$ cat config.mk
export PLATFORM = sky130hd
export DESIGN_NAME = running_top_k_tracker_unit_flat
export DESIGN_NICKNAME = d
export VERILOG_FILES = /design/src/sv/rtkt_pkg.sv /design/src/sv/rtkt_if.sv /design/src/sv/rtkt_cell.sv /design/src/sv/rtkt_ctrl.sv /design/src/sv/running_top_k_tracker_unit.sv /design/src/flat_wrapper.sv
export SDC_FILE = /design/constraint.sdc
export NUM_CORES = 2
export LEC_CHECK = 0
export BUFFER_PORTS_ARGS = -buffer_cell sky130_fd_sc_hd__clkbuf_2
export CAP_MARGIN = 30
export CORE_ASPECT_RATIO = 2
export CORE_MARGIN = 2
export CORE_UTILIZATION = 35
export DETAILED_ROUTE_END_ITERATION = 7
export PLACE_DENSITY = 0.47
export SETUP_SLACK_MARGIN = 0.02
export SLEW_MARGIN = 20
export SYNTH_ARGS = -nofsm -noshare
export SYNTH_HDL_FRONTEND = slang
export SYNTH_HIERARCHICAL = 1
export SYNTH_SLANG_ARGS = --single-unit
$ cat constraint.sdc
create_clock -name clk_i -period 4.6 [get_ports clk_i]
set_input_delay 0.23 -clock clk_i [delete_from_list [all_inputs] [get_ports clk_i]]
set_output_delay 0.23 -clock clk_i [all_outputs]
set_load 0.01 [all_outputs]
$ cat src/sv/rtkt_pkg.sv
// package for the running top-k tracker: sizes, codes, state and control types
// used by the interfaces, the cell, the controller and the top level
package rtkt_pkg;

  localparam int MaxK  = 16;
  localparam int DataW = 32;
  localparam int RcW   = 5;
  localparam int CntW  = $clog2(MaxK + 1);
  localparam int CmpW  = (CntW > RcW) ? CntW : RcW;

  localparam logic [RcW-1:0] RcReset = RcW'(16);

  localparam logic CmdInsert = 1'b0;
  localparam logic CmdCheck  = 1'b1;

  typedef enum logic [1:0] {
    StIdle,
    StEmit,
    StEmpty,
    StRestore
  } state_e;

  typedef struct packed {
    logic insert;
    logic rotate;
  } cell_ctrl_t;

endpackage

$ cat src/sv/rtkt_if.sv
// channel interfaces of the tracker: input word, result word, config write
// depends on rtkt_pkg
interface rtkt_in_if;
  logic                           valid;
  logic                           ready;
  logic                           command;
  logic signed [rtkt_pkg::DataW-1:0] value;
  modport source (output valid, output command, output value, input ready);
  modport sink (input valid, input command, input value, output ready);
endinterface

interface rtkt_out_if;
  logic                           valid;
  logic                           ready;
  logic signed [rtkt_pkg::DataW-1:0] result_value;
  logic                           last;
  logic                           empty_res;
  modport source (output valid, output result_value, output last, output empty_res,
                  input ready);
  modport sink (input valid, input result_value, input last, input empty_res,
                output ready);
endinterface

interface rtkt_cfg_if;
  logic                        valid;
  logic                        ready;
  logic [rtkt_pkg::RcW-1:0]    data;
  modport source (output valid, output data, input ready);
  modport sink (input valid, input data, output ready);
endinterface

$ cat src/sv/rtkt_cell.sv
// one slot of the sorted store: compare-and-shift on insert, rotate on readout
// depends on rtkt_pkg
module rtkt_cell (
  input  logic                              clk_i,
  input  logic                              rst_ni,
  input  rtkt_pkg::cell_ctrl_t              ctrl_i,
  input  logic signed [rtkt_pkg::DataW-1:0] value_i,
  input  logic signed [rtkt_pkg::DataW-1:0] up_val_i,
  input  logic                              up_valid_i,
  input  logic                              up_gt_i,
  input  logic signed [rtkt_pkg::DataW-1:0] dn_val_i,
  input  logic                              dn_valid_i,
  output logic signed [rtkt_pkg::DataW-1:0] val_o,
  output logic                              valid_o,
  output logic                              gt_o
);
  import rtkt_pkg::*;

  logic signed [DataW-1:0] val_q, val_d;
  logic                    valid_q, valid_d;
  logic                    gt;

  assign gt = !valid_q || (value_i > val_q);

  always_comb begin
    val_d   = val_q;
    valid_d = valid_q;
    if (ctrl_i.rotate) begin
      val_d   = dn_val_i;
      valid_d = dn_valid_i;
    end else if (ctrl_i.insert && gt) begin
      if (up_gt_i) begin
        val_d   = up_val_i;
        valid_d = up_valid_i;
      end else begin
        val_d   = value_i;
        valid_d = 1'b1;
      end
    end
  end

  always_ff @(posedge clk_i or negedge rst_ni) begin
    if (!rst_ni) begin
      val_q   <= '0;
      valid_q <= 1'b0;
    end else begin
      val_q   <= val_d;
      valid_q <= valid_d;
    end
  end

  assign val_o   = val_q;
  assign valid_o = valid_q;
  assign gt_o    = gt;

endmodule

$ cat src/sv/rtkt_ctrl.sv
// sequencer of the tracker: handshakes, fill count, report length, readout walk
// depends on rtkt_pkg
module rtkt_ctrl (
  input  logic                     clk_i,
  input  logic                     rst_ni,
  input  logic                     in_valid_i,
  input  logic                     in_cmd_i,
  output logic                     in_ready_o,
  input  logic                     cfg_valid_i,
  input  logic [rtkt_pkg::RcW-1:0] cfg_data_i,
  output logic                     cfg_ready_o,
  input  logic                     out_ready_i,
  output logic                     out_valid_o,
  output logic                     out_last_o,
  output logic                     out_empty_o,
  output rtkt_pkg::cell_ctrl_t     cell_ctrl_o
);
  import rtkt_pkg::*;

  state_e          state_q, state_d;
  logic [RcW-1:0]  rc_q, rc_d;
  logic [CntW-1:0] count_q, count_d;
  logic [CntW-1:0] k_q, k_d;
  logic [CntW-1:0] step_q, step_d;
  logic [CmpW-1:0] rc_ext, kmax, k_new;
  logic            in_acc, out_acc, emit_last;

  assign in_acc    = in_valid_i && in_ready_o;
  assign out_acc   = out_valid_o && out_ready_i;
  assign emit_last = (step_q == k_q - CntW'(1));

  assign rc_ext = CmpW'(rc_q);
  assign kmax   = (rc_ext > CmpW'(MaxK)) ? CmpW'(MaxK) : rc_ext;
  assign k_new  = (kmax > CmpW'(count_q)) ? CmpW'(count_q) : kmax;

  // next state
  always_comb begin
    state_d = state_q;
    case (state_q)
      StIdle: begin
        if (in_acc && in_cmd_i == CmdCheck) begin
          state_d = (k_new == '0) ? StEmpty : StEmit;
        end
      end
      StEmit: begin
        if (out_acc && emit_last) begin
          state_d = (k_q == CntW'(MaxK)) ? StIdle : StRestore;
        end
      end
      StEmpty: begin
        if (out_acc) begin
          state_d = StIdle;
        end
      end
      StRestore: begin
        if (step_q == CntW'(MaxK - 1)) begin
          state_d = StIdle;
        end
      end
      default: state_d = StIdle;
    endcase
  end

  // outputs
  always_comb begin
    in_ready_o         = 1'b0;
    out_valid_o        = 1'b0;
    out_last_o         = 1'b0;
    out_empty_o        = 1'b0;
    cell_ctrl_o.insert = 1'b0;
    cell_ctrl_o.rotate = 1'b0;
    case (state_q)
      StIdle: begin
        in_ready_o         = 1'b1;
        cell_ctrl_o.insert = in_valid_i && in_cmd_i == CmdInsert;
      end
      StEmit: begin
        out_valid_o        = 1'b1;
        out_last_o         = emit_last;
        cell_ctrl_o.rotate = out_ready_i;
      end
      StEmpty: begin
        out_valid_o = 1'b1;
        out_last_o  = 1'b1;
        out_empty_o = 1'b1;
      end
      StRestore: begin
        cell_ctrl_o.rotate = 1'b1;
      end
      default: begin
        in_ready_o = 1'b0;
      end
    endcase
  end

  assign cfg_ready_o = 1'b1;

  always_comb begin
    rc_d    = rc_q;
    count_d = count_q;
    k_d     = k_q;
    step_d  = step_q;
    if (cfg_valid_i && cfg_ready_o) begin
      rc_d = cfg_data_i;
    end
    if (cell_ctrl_o.insert && count_q != CntW'(MaxK)) begin
      count_d = count_q + CntW'(1);
    end
    if (in_acc && in_cmd_i == CmdCheck) begin
      k_d    = CntW'(k_new);
      step_d = '0;
    end
    if (cell_ctrl_o.rotate) begin
      step_d = step_q + CntW'(1);
    end
  end

  always_ff @(posedge clk_i or negedge rst_ni) begin
    if (!rst_ni) begin
      state_q <= StIdle;
      rc_q    <= RcReset;
      count_q <= '0;
      k_q     <= '0;
      step_q  <= '0;
    end else begin
      state_q <= state_d;
      rc_q    <= rc_d;
      count_q <= count_d;
      k_q     <= k_d;
      step_q  <= step_d;
    end
  end

endmodule

$ cat src/sv/running_top_k_tracker_unit.sv
// top level: row of rtkt_cell slots driven by rtkt_ctrl
// rate: an insert word is taken every cycle while no check is running
// a check shows its first result the cycle after acceptance; the row then rotates
// once per taken result and finishes a full turn; a check holds the input until
// the turn ends, output stalls included; an empty check until its result is taken
// reset: all slots invalid, report_count 16, ready for input right after reset
module running_top_k_tracker_unit (
  input  logic  clk_i,
  input  logic  rst_ni,
  rtkt_in_if.sink    in_i,
  rtkt_cfg_if.sink   cfg_i,
  rtkt_out_if.source res_o
);
  import rtkt_pkg::*;

  cell_ctrl_t              cell_ctrl;
  logic signed [DataW-1:0] cell_val   [MaxK];
  logic                    cell_valid [MaxK];
  logic                    cell_gt    [MaxK];
  logic                    empty;

  rtkt_ctrl u_ctrl (
    .clk_i       (clk_i),
    .rst_ni      (rst_ni),
    .in_valid_i  (in_i.valid),
    .in_cmd_i    (in_i.command),
    .in_ready_o  (in_i.ready),
    .cfg_valid_i (cfg_i.valid),
    .cfg_data_i  (cfg_i.data),
    .cfg_ready_o (cfg_i.ready),
    .out_ready_i (res_o.ready),
    .out_valid_o (res_o.valid),
    .out_last_o  (res_o.last),
    .out_empty_o (empty),
    .cell_ctrl_o (cell_ctrl)
  );

  for (genvar i = 0; i < MaxK; i++) begin : g_cell
    logic signed [DataW-1:0] up_val;
    logic                    up_valid;
    logic                    up_gt;
    if (i == 0) begin : g_head
      assign up_val   = '0;
      assign up_valid = 1'b1;
      assign up_gt    = 1'b0;
    end else begin : g_body
      assign up_val   = cell_val[i-1];
      assign up_valid = cell_valid[i-1];
      assign up_gt    = cell_gt[i-1];
    end
    rtkt_cell u_cell (
      .clk_i      (clk_i),
      .rst_ni     (rst_ni),
      .ctrl_i     (cell_ctrl),
      .value_i    (in_i.value),
      .up_val_i   (up_val),
      .up_valid_i (up_valid),
      .up_gt_i    (up_gt),
      .dn_val_i   (cell_val[(i + 1) % MaxK]),
      .dn_valid_i (cell_valid[(i + 1) % MaxK]),
      .val_o      (cell_val[i]),
      .valid_o    (cell_valid[i]),
      .gt_o       (cell_gt[i])
    );
  end

  assign res_o.empty_res    = empty;
  assign res_o.result_value = empty ? '0 : cell_val[0];

endmodule

$ cat src/flat_wrapper.sv
// flat-port wrapper written by rule: the top's interface ports become plain ports
module running_top_k_tracker_unit_flat import rtkt_pkg::*;
  (clk_i, rst_ni, in_i_valid, in_i_command, in_i_value, in_i_ready, cfg_i_valid, cfg_i_data, cfg_i_ready, res_o_valid, res_o_result_value, res_o_last, res_o_empty_res, res_o_ready);
  rtkt_in_if in_i_i ();
  rtkt_cfg_if cfg_i_i ();
  rtkt_out_if res_o_i ();
  input  logic clk_i;
  input  logic rst_ni;
  input wire logic [$bits(in_i_i.valid)-1:0] in_i_valid;
  input wire logic [$bits(in_i_i.command)-1:0] in_i_command;
  input wire logic [$bits(in_i_i.value)-1:0] in_i_value;
  output wire logic [$bits(in_i_i.ready)-1:0] in_i_ready;
  input wire logic [$bits(cfg_i_i.valid)-1:0] cfg_i_valid;
  input wire logic [$bits(cfg_i_i.data)-1:0] cfg_i_data;
  output wire logic [$bits(cfg_i_i.ready)-1:0] cfg_i_ready;
  output wire logic [$bits(res_o_i.valid)-1:0] res_o_valid;
  output wire logic [$bits(res_o_i.result_value)-1:0] res_o_result_value;
  output wire logic [$bits(res_o_i.last)-1:0] res_o_last;
  output wire logic [$bits(res_o_i.empty_res)-1:0] res_o_empty_res;
  input wire logic [$bits(res_o_i.ready)-1:0] res_o_ready;
  assign in_i_i.valid = in_i_valid;
  assign in_i_i.command = in_i_command;
  assign in_i_i.value = in_i_value;
  assign in_i_ready = in_i_i.ready;
  assign cfg_i_i.valid = cfg_i_valid;
  assign cfg_i_i.data = cfg_i_data;
  assign cfg_i_ready = cfg_i_i.ready;
  assign res_o_valid = res_o_i.valid;
  assign res_o_result_value = res_o_i.result_value;
  assign res_o_last = res_o_i.last;
  assign res_o_empty_res = res_o_i.empty_res;
  assign res_o_i.ready = res_o_ready;
  running_top_k_tracker_unit u_core (.clk_i(clk_i), .rst_ni(rst_ni), .in_i(in_i_i), .cfg_i(cfg_i_i), .res_o(res_o_i));
endmodule
# [Word level (Yosys, flattened, before mapping)]
# Index checks and enable logic that the tools add are counted.
[totals] reg_bits=550 elab_cells=257
[op_classes] n_eq_ne=11 n_bitwise=1 n_reduce_logical=75 n_lt_le_gt_ge=18 mux=112 addsub=3
[ops] cell="$mux W32" count=48
[ops] cell="$gt A32 B32 Y1" count=16
[ops] cell="$mux W1" count=51
[ops] cell="$reduce_bool A2 Y1" count=17
[ops] cell="$logic_and A1 B1 Y1" count=22
[ops] cell="$mux W5" count=4
[ops] cell="$logic_not A1 Y1" count=16
[ops] cell="$logic_or A1 B1 Y1" count=16
[ops] cell="$mux W2" count=6
[ops] cell="$add A5 B1 Y5 const B" count=2
[ops] cell="$ne A2 B2 Y1 const B" count=4
[ops] cell="$pmux W2 S4" count=1
[ops] cell="$eq A5 B4 Y1 const B" count=1
[ops] cell="$eq A5 B5 Y1" count=1
[ops] cell="$eq A5 B5 Y1 const B" count=1
[ops] cell="$gt A5 B5 Y1" count=1
[ops] cell="$gt A5 B5 Y1 const B" count=1
[ops] cell="$logic_not A5 Y1" count=1
[ops] cell="$ne A5 B5 Y1 const B" count=1
[ops] cell="$sub A5 B1 Y5 const B" count=1
[ops] cell="$eq A2 B2 Y1 const B" count=2
[ops] cell="$pmux W1 S2" count=2
[ops] cell="$reduce_and A4 Y1" count=1
[ops] cell="$eq A2 B1 Y1 const B" count=1
[ops] cell="other kinds (3)" count=3

# [Depth between registers and ports, before layout]
[logic_depth] word_depth=8 depth_mapped=14 depth_no_buf=12

# [Modules after synthesis]
# Netlist, hierarchy kept.
[by_module_without_submodules] mod="rtkt_cell (u_core.g_cell[0].u_cell ...)" cells_each=305 instances=15 seq_area_each_um2=825.8 area_each_um2=2787.7
[by_module_without_submodules] mod="rtkt_cell (u_core.g_cell[14].u_cell)" cells_each=300 instances=1 seq_area_each_um2=825.8 area_each_um2=2723.9
[by_module_without_submodules] mod="rtkt_ctrl" cells_each=146 instances=1 seq_area_each_um2=551.8 area_each_um2=1458.9
[by_module_without_submodules] mod="running_top_k_tracker_unit" cells_each=37 instances=1 seq_area_each_um2=0.0 area_each_um2=230.2

# [Least setup slack after synthesis]
# OpenSTA, ideal clock, no wires.
[synth_path] kind="register to register" from="register u_core.u_ctrl.state_q[0]" to="register u_core.g_cell[0].u_cell.val_q[0]" required_time_ns=4.475 slack_ns=0.572 synth_period_minus_slack_ns=4.028 n_path_buf=1 t_arrival_ns=3.903 stages_incl_launch_ff=11 cell_sequence="dfrtp_1 > inv_1 > ha_1 > nand2_1 > nor2_1 > o211ai_1 > a311oi_1 > or4_1 > a21o_1 > buf_6 > mux2_4"
[synth_lines] element="start, declared" line="rtkt_ctrl.sv:20" source="state_e state_q, state_d;"
[synth_lines] element="start signal, assigned" line="rtkt_ctrl.sv:120" source="state_q <= StIdle;"
[synth_lines] element="start signal, assigned" line="rtkt_ctrl.sv:126" source="state_q <= state_d;"
[synth_lines] element="end signal, assigned" line="rtkt_cell.sv:47" source="val_q <= val_d;"
[synth_lines] element="end, declared" line="rtkt_cell.sv:19" source="logic signed [DataW-1:0] val_q, val_d;"

==> impl_results.md <==
- HPWL Detailed: about 140 mm
- Ys Warns: 6
- Overall routing resource usage: 0.273
- Final Hold Fails: 0
- Tcrit/Tclk final: 0.839
- DRT Pass-1 Iters: 8
- Clock skew: about 29 ps
- Register Area: 13800 µm²
- Slowest CP cell: o21ai_4
- Outcome: finished, final reports clean
- Clk root buf: clkbuf_16
- Crit start category: register
- # setup viols final: 0
- Worst-path clk slew: 60 ps
- DRC: 0
- Post_cts resized: 0
- Grt ovf: 0
- Routability Congestion: slightly above 0.9
- Area grow syn2layout: 11.1%
- Initial antenna violation count: 1
- Min-Delay Path Class: in2reg
- Number of global-route vias before repair: roughly 42000
- Post-Synthesis Cells: between 5000 and 6000
- Die width: 261 µm
- Routed Wire Length: around 190 mm
- Initial cell density of the core: 0.353
- Req. time, crit path: around 5100 ps
- Endpoint, Worst Hold: u_core/u_ctrl/step_q[4]
- Final net count: 5720
- Final setup TNS: 0 ps
- Max VDD drop: about 0.56 mV
- RR Startpoint: u_core/g_cell[0].u_cell/val_o[14]
- Crit Path Category: reg2reg
- Syn_area_per_cell: between 9 and 10 µm²
- Core ar.: 131000 µm²
- DP Area: 49000 µm²
- H-tree levels: 2
- Boundary pin count: 80
- Register-to-Register Path Depth: 12
- Leak pwr: roughly 25 nW
- Clk sink count: between 500 and 600
- Hold_sp: res_o_ready
- Final Max Tran Viols: 0
- Fraction of layout cells with a size suffix above 1: 0.0916
- Tightest Pin Transition: ~950 ps
- Hold Slack: 89.7 ps
- PD cells: approximately 880 nW/µm²
- Cts hold-fix bufs: 12
- Mapped cell area: between 40000 and 50000 µm²
- Fmax: about 260 MHz
- Clock buffer depth: 3
- Worst Setup Slack, final: 743 ps
- Final Cell Area: between 50000 and 60000 µm²
- IO buf count: 78
- Worst reg2reg path endpoint: u_core/g_cell[1].u_cell/val_o[19]
- Largest net degree at the start of global routing: 147
- Crit-path most repeated cell: mux2i_1
- Crit path arrival time: 4400 ps
- CP Max Fanout: 18
- Fill count: ~13000
- Via count: 39400
- RSZ-0062 raised after global routing: false
- Pre-CTS setup slack: ~550 ps
- Rel. slew slack: 0.365
- Die height: 518 µm
- FP Rows: about 190
- Sequence of cells on the critical path: inv_1 -> ha_1 -> nand4_1 -> a2111o_1 -> a31oi_1 -> a311oi_1 -> o21ai_4 -> buf_4 -> mux2i_1 -> nor2_1 -> a21oi_1 -> mux2i_1
- Vias/cell: approximately 5.7
- Flop-to-flop setup slack: ~740 ps
- Die Area: between 100000 and 150000 µm²
- Max-cap violation count: 0
- CTS tree: yes
- Crit. End Element: register
- Tmin final: a little under 4000 ps
- Inserted Clock Buffers: ~60
- DR iter-0 viols: around 2200
- Wirelength per Cell: approximately 27 µm
- Antenna viol nets, final: 0
- CP max stage delay: 710 ps
- First-pass GRT wire length: around 270 mm
- Hold Path Cell Cnt: 3
- Combined area of the multi-input logic cells: about 29000 µm²
- Clock Latency Late Sink: 690 ps
- Post-CTS Setup Inserts: 0
layer usage:
layer / track usage / part of all wire / up-vias
li1: - / - / 18100
met1: 0.249 / 0.32 / 19400
met2: 0.540 / 0.56 / 1182
met3: 0.0227 / 0.029 / 646
met4: 0.212 / 0.092 / 0
met5: 0 / 0 / -
placed cells by master, fill, tap and decap left out, types with 12 or more instances in the layout:
| master | count |
|---|---|
| a2111o_1 | 16 |
| a211oi_1 | 31 |
| a21o_2 | 15 |
| a21oi_1 | 750 |
| a22oi_1 | 15 |
| a2bb2oi_1 | 15 |
| a311oi_1 | 30 |
| a31oi_1 | 19 |
| and4_2 | 15 |
| buf_12 | 48 |
| buf_4 | 109 |
| clkbuf_16 | 63 |
| clkbuf_2 | 77 |
| clkbuf_8 | 12 |
| conb_1 | 35 |
| dfrtp_1 | 549 |
| dlygate4sd3_1 | 12 |
| ha_1 | 525 |
| inv_1 | 586 |
| mux2_4 | 15 |
| mux2i_1 | 1014 |
| nand2_1 | 143 |
| nand3_1 | 19 |
| nand4_1 | 85 |
| nand4_2 | 30 |
| nand4_4 | 15 |
| nor2_1 | 563 |
| nor2b_1 | 54 |
| nor3_1 | 19 |
| o211ai_1 | 32 |
| o21a_1 | 15 |
| o21ai_0 | 45 |
| o21ai_1 | 47 |
| o21ai_4 | 15 |
| o221ai_1 | 15 |
| o22ai_1 | 15 |
| or4_1 | 30 |
| or4_4 | 15 |
registers in the layout (all words and copies together), names as in the netlist:
register / flops
u_core/g_cell.u_cell/valid_o: 16
u_core/u_ctrl/step_q: 5
u_core/u_ctrl/count_q: 5
u_core/u_ctrl/state_q: 2
u_core/g_cell.u_cell/val_o: 512
u_core/u_ctrl/rc_ext: 5
u_core/u_ctrl/k_q: 5
critical path, delay by kind of cell, from the launching register on:
family          cells  cell delay [ps]
compound gates      5             1690
mux                 2              310
flops               1              550
simple gates        2              260
buf+inv             2              570
fa+ha+maj           1              320
worst max-delay path by stage:
stage | from | slack [ps] | end
floorplan | u_core/u_ctrl/state_q[0] | 570 | u_core/g_cell[0].u_cell/val_o[0]
global placement | in_i_value[31] | 610 | u_core/g_cell[1].u_cell/val_o[22]
global route | u_core/g_cell[0].u_cell/val_o[23] | 560 | u_core/g_cell[1].u_cell/val_o[28]
finish | u_core/g_cell[0].u_cell/val_o[14] | 740 | u_core/g_cell[1].u_cell/val_o[19]
CTS | u_core/g_cell[0].u_cell/val_o[27] | 780 | u_core/g_cell[1].u_cell/val_o[19]
detailed placement | in_i_value[31] | 550 | u_core/g_cell[1].u_cell/val_o[19]
layout make-up:
cell class,count,share of cell area
multi-input combinational,3704,0.560
sequential,550,0.268
timing repair buffer,247,0.0448
inverter,587,0.0431
tap,1710,0.0417
clock buffer,84,0.0346
clock inverter,26,0.00741
antenna,1,0.0000488
stage by stage:
| step | instances | power, mW | util |
|---|---|---|---|
| 6_report | 6909 | 45.1 | 0.392 |
| 5_1_grt | 6909 | 48.1 | 0.392 |
| 4_1_cts | 6908 | 45.2 | 0.392 |
| 3_5_place_dp | 6786 | 39.4 | 0.374 |
| 3_3_place_gp | 6786 | 39.0 | 0.374 |
| 2_1_floorplan | 5085 | 31.1 | - |
power breakdown:
group	switching [mW]	total, mW	internal, mW
registers	4.15	11.6	7.45
logic	16.4	27.9	11.5
clock network	2.43	5.63	3.19
(Power assumes the default switching activity.)
